File: config.mk
export PLATFORM = sky130hd
export DESIGN_NAME = tvts_div
export DESIGN_NICKNAME = d
export VERILOG_FILES = /design/src/rtl/tvts_pkg.sv /design/src/rtl/tvts_div.sv
export SDC_FILE = /design/constraint.sdc
export NUM_CORES = 1
export LEC_CHECK = 0
export BUFFER_PORTS_ARGS = -buffer_cell sky130_fd_sc_hd__buf_2
export CORE_UTILIZATION = 50
export DETAILED_ROUTE_END_ITERATION = 12
export GPL_ROUTABILITY_DRIVEN = 1
export PLACE_DENSITY = 0.72
export SLEW_MARGIN = 20
export SYNTH_ARGS = -nofsm -noshare
export SYNTH_HDL_FRONTEND = slang
export SYNTH_SLANG_ARGS = --single-unit
File: constraint.sdc
create_clock -name clock -period 2.9 [get_ports clock]
set_input_delay 0.29 -clock clock [delete_from_list [all_inputs] [get_ports clock]]
set_output_delay 0.29 -clock clock [all_outputs]
set_load 0.02 [all_outputs]
File: src/rtl/tvts_pkg.sv
// Shared types, constants and helpers for the two-voice tone sequencer.
package tvts_pkg;

   // Default sizes of the two stores
   localparam int SEQ_DEPTH_DEF    = 1024;
   localparam int NOTE_ENTRIES_DEF = 256;

   // Field widths
   localparam int ADDR_W   = 10;
   localparam int SUM_W    = 11;   // base + position before wrap
   localparam int GAP_W    = 7;
   localparam int PERIOD_W = 16;

   // Timer clock over 8 Hz units: 1 MHz / 8
   localparam logic [16:0] TONE_DIVIDEND = 17'd125000;
   localparam int          DIV_STEPS     = 17;

   localparam logic [GAP_W-1:0] GAP_RESET = 7'd12;

   // Input function codes
   typedef enum logic [2:0] {
      FN_TICK    = 3'd0,
      FN_PLAY    = 3'd1,
      FN_START   = 3'd2,
      FN_STOP    = 3'd3,
      FN_PAUSE   = 3'd4,
      FN_UNPAUSE = 3'd5,
      FN_NOTE_WR = 3'd6,
      FN_SEQ_WR  = 3'd7
   } func_type;

   // Sequencer states
   typedef enum logic [2:0] {
      ST_IDLE,
      ST_EXEC,
      ST_ADDR_Q,
      ST_ADDR_R,
      ST_SEQ,
      ST_NOTE,
      ST_DIV,
      ST_DONE
   } state_type;

   // What a store fetch is for
   typedef enum logic [2:0] {
      PUR_SFX_NOTE,
      PUR_MUS_NOTE,
      PUR_KEEP_CUR,
      PUR_KEEP_NXT,
      PUR_SEQ_WR
   } purpose_type;

   typedef struct packed {
      func_type          func;
      logic [ADDR_W-1:0] seq_addr;
      logic [7:0]        seq_len;
      logic [7:0]        loop_index;
      logic [7:0]        entry_index;
      logic [7:0]        note_hz8;
      logic [7:0]        note_ms;
   } req_type;

   typedef struct packed {
      logic                tone_on;
      logic [PERIOD_W-1:0] tone_period;
      logic                sfx_active;
      logic                music_active;
      logic                paused;
   } rsp_type;

   // Silent tail is due: note long enough and within gap of its end
   function automatic logic tail_due(input logic tail, input logic [15:0] el,
                                     input logic [7:0] len, input logic [GAP_W-1:0] gap);
      logic [7:0] lim;
      lim = len - {1'b0, gap};
      return !tail && (len > {gap, 1'b0}) && (el >= {8'd0, lim});
   endfunction

endpackage

File: src/rtl/tvts_div.sv
// Restoring divider, one quotient bit a cycle: 125000 / divisor.
module tvts_div (
   input  logic        clock,
   input  logic        reset,
   input  logic        start,
   input  logic [7:0]  divisor,
   output logic        done,
   output logic [15:0] quotient
);

   logic        busy_ff, done_ff;
   logic [4:0]  cnt_ff;
   logic [7:0]  rem_ff, dvs_ff;
   logic [16:0] quo_ff;
   logic [8:0]  trial, diff;
   logic        fits;

   // One trial subtraction
   assign trial = {rem_ff, quo_ff[16]};
   assign fits  = trial >= {1'b0, dvs_ff};
   assign diff  = trial - {1'b0, dvs_ff};

   always_ff @(posedge clock) begin
      if (reset) begin
         busy_ff <= 1'b0;
         done_ff <= 1'b0;
         cnt_ff  <= '0;
      end else begin
         done_ff <= 1'b0;
         if (start) begin
            busy_ff <= 1'b1;
            cnt_ff  <= '0;
            rem_ff  <= '0;
            quo_ff  <= tvts_pkg::TONE_DIVIDEND;
            dvs_ff  <= divisor;
         end else if (busy_ff) begin
            rem_ff <= fits ? diff[7:0] : trial[7:0];
            quo_ff <= {quo_ff[15:0], fits};
            cnt_ff <= cnt_ff + 5'd1;
            if (cnt_ff == 5'(tvts_pkg::DIV_STEPS - 1)) begin
               busy_ff <= 1'b0;
               done_ff <= 1'b1;
            end
         end
      end
   end

   assign done     = done_ff;
   assign quotient = quo_ff[15:0];

endmodule

==> reports/summary.txt <==
effective utilization at floorplan: 52.5%
cell count after placement: 242
Max Cap Viol: 0
CTS-repair resized insts: 0
number of cell rows: 23
Max Clock Skew: 0.00771 ns
Avg WL per Cell: 15.1 um
number of iterations in the first detailed-routing pass: 4
Seq/Total Area, Yosys: 53.1%
slack of the worst reg-to-reg path: 0.79 ns
sum of routed wire length over all layers: 3790 um
number of cells produced by synthesis: 184
power density over the cells: 604 nW/um^2
Post-synth top cells: edfxtp_1, buf_4, nor2b_1
kind of cell with the highest combined delay on the critical path: compound AO/OA/AOI/OAI gates
initial detailed-routing violation count: 49
final layout net count: 221
Clock Root Buffer: clkbuf_8
leading cell types by total area after synthesis: edfxtp_1, dfxtp_1, ha_1
maximum frequency from static timing analysis: 474 MHz
Max H-tree Level: 2
die span in y: 67.3 um
ratio of cells with drive above 1 in the final layout: 26.5%
startpoint type of the worst setup path: flip-flop
Warnings, synthesis: 0
Tot GR Track Use: 19.2%
clock period minus final worst setup slack: 2.11 ns
arrival time of data at the critical path endpoint: 2.14 ns
type of destination of the critical path: flip-flop
last weighted congestion value of the routability-driven placer: 0.849
number of global-route vias before repair: 1319
number of buffers added by the clock tree synthesis step: 5
Crit path buffers/inverters: 0
remaining global-route overflow: 0
clock latency of the later-clocked register in the worst-skew pair: 0.29 ns
hold worst-path end: dvs_ff[0]
horizontal die dimension: 67.3 um
Detail Route Antenna Nets: 0
# setup viols final: 0
cell with the largest stage delay on the worst path: edfxtp_1
maximum clock path buffer count: 2
async set or reset register ratio after synthesis: 0%
pin count of the biggest net entering global routing: 30
HP Class: in2reg
launching point of the worst reg2reg path: rem_ff[5]
IR Drop Worst-Case VDD: 0.395 mV
relative slew slack: 52.8%
post-synthesis instance area: 2130 um^2
most instantiated library cell after synthesis: edfxtp_1
clock-pin slew reported for the worst setup and hold paths after clock tree synthesis: 0.09 ns
remaining design rule violation count: 0
flops & latches, synth: 40
placed wire-length estimate: 2690 um
launch point of the worst hold path: divisor[0]
post-place instance area: 2200 um^2
die footprint: 4530 um^2
net count after synthesis: 206
Leak: 0.000897 uW
final std cell area, no fill: 2320 um^2
R2R cell count: 6
longest individual stage delay on the worst path: 0.41 ns
FF-to-FF End: rem_ff[7]
core area: 4060 um^2
IO Pins: 28
number of buffer cells added on primary ports: 27
cell accounting for the most synthesized area: edfxtp_1
cts hold-fix bufs: 0
post-route insts no fill: 250
required time at the endpoint of the critical path: 2.93 ns
count of antenna diodes in the layout: 0
post-synthesis cell type count: 46
fraction of synthesized cell area taken by the top area cell type: 46.5%
setup repair after global routing missed its margin: false
total count of hold-check failures in the final report: 0
ratio of routed vias to standard cells: 5.40
worst hold path depth: 1
buffers inserted by post-CTS timing repair: 0
initial antenna violation count: 0
crit share post-route: 72.8%
slew of the pin with the lowest slew margin: 0.706 ns
Main synth FF type: edfxtp_1
cell breakdown of the critical path: ha_1 -> a21o_1 -> a2111oi_0 -> and2_1 -> o32a_1 -> nor3_2
global-route wire length before repair: 6120 um
worst-path maximum fanout: 7
accumulated negative setup slack: 0 ns
mean instance size in the synthesized netlist: 11.6 um^2
status: finished, final reports clean
Vias: 1349
Crit Path Class: reg2reg
Area Growth Syn to Fin: 8.80%
share of the core filled with cells in the final layout: 57.2%
Post-synth EDFFs: 33
Slew Viols, Final: 0
CTS tree: done
CTS sink cnt: 40
layout by cell type, fill, tap and decap left out, types with 2 or more instances in the layout:
cell type / netlist / final
clkbuf_8: 0 / 5
nand4_1: 2 / 2
nor2_1: 10 / 9
a211oi_1: 3 / 3
ha_1: 10 / 10
xor2_1: 3 / 3
nand2_1: 4 / 4
nor3_1: 5 / 5
nor2b_1: 14 / 14
edfxtp_1: 33 / 33
nand3_1: 6 / 6
or2_2: 7 / 7
and2_1: 2 / 2
inv_1: 13 / 13
a21oi_1: 9 / 9
dfxtp_1: 7 / 7
o21a_1: 2 / 2
o21ai_0: 6 / 6
xnor2_1: 2 / 2
and3_1: 2 / 2
buf_2: 0 / 27
power by group:
group,leakage (uW),total (uW),switching [uW],internal [uW]
sequential,0.000369,684,18.9,665
clock,0.0000548,462,203,259
combinational,0.000473,256,152,105
worst max path at each step:
stage	startpoint	endpoint	slack, ns	depth (start not counted)
after detailed placement	rem_ff[5]	rem_ff[7]	0.81	6
after floorplan	start	quo_ff[0]	0.80	3
after global placement	rem_ff[5]	rem_ff[7]	0.87	6
after CTS	rem_ff[5]	rem_ff[7]	0.79	6
after global routing	rem_ff[5]	rem_ff[7]	0.64	6
final	rem_ff[5]	rem_ff[7]	0.79	6
routing by layer:
| metal | vias to the layer above | GRT usage (%) | part of all wire (%) |
|---|---|---|---|
| met2 | 23 | 32.1 | 52 |
| met4 | 0 | 11.2 | 1.8 |
| met5 | - | 0 | 0 |
| met3 | 5 | 5.24 | 3.1 |
| li1 | 678 | - | - |
| met1 | 643 | 21.8 | 43 |
cell families (layout without fill, tap and decap cells):
group                    Yosys count  in the layout  share of synthesized area (%)
AND/OR/NAND/NOR                   58             58                           15.1
buffers and inverters             33             49                           8.63
multiplexers                       1              1                          0.470
AO/OA/AOI/OAI                     36             36                           13.9
flip-flops                        40             40                           53.1
adder cells (fa/ha/maj)           11             11                           6.81
XOR/XNOR                           5              5                           2.05
registers in the layout, indices dropped and copies added (netlist names):
register / flops
busy_ff: 1
cnt_ff: 5
done: 1
dvs_ff: 8
quo_ff: 17
rem_ff: 8
area by class of cell:
class,instances,area [um^2]
flip-flops and latches,40,1130
clock inverters,3,46.3
fillers,364,1740
well taps,50,62.6
multi-input cells,111,820
clock buffers,5,68.8
inverters,13,48.8
repair buffers,28,143
through the flow:
stage | total power [uW] | hold WS [ns] | worst slack, ns
finish | 1400 | 0.167 | 0.789
global route | 1470 | 0.154 | 0.637
CTS | 1420 | 0.152 | 0.786
detailed placement | 952 | 0.469 | 0.812
global placement | 942 | 0.466 | 0.870
floorplan | 903 | 0.363 | 0.797
Note: power is estimated with default switching activity, not from simulation.
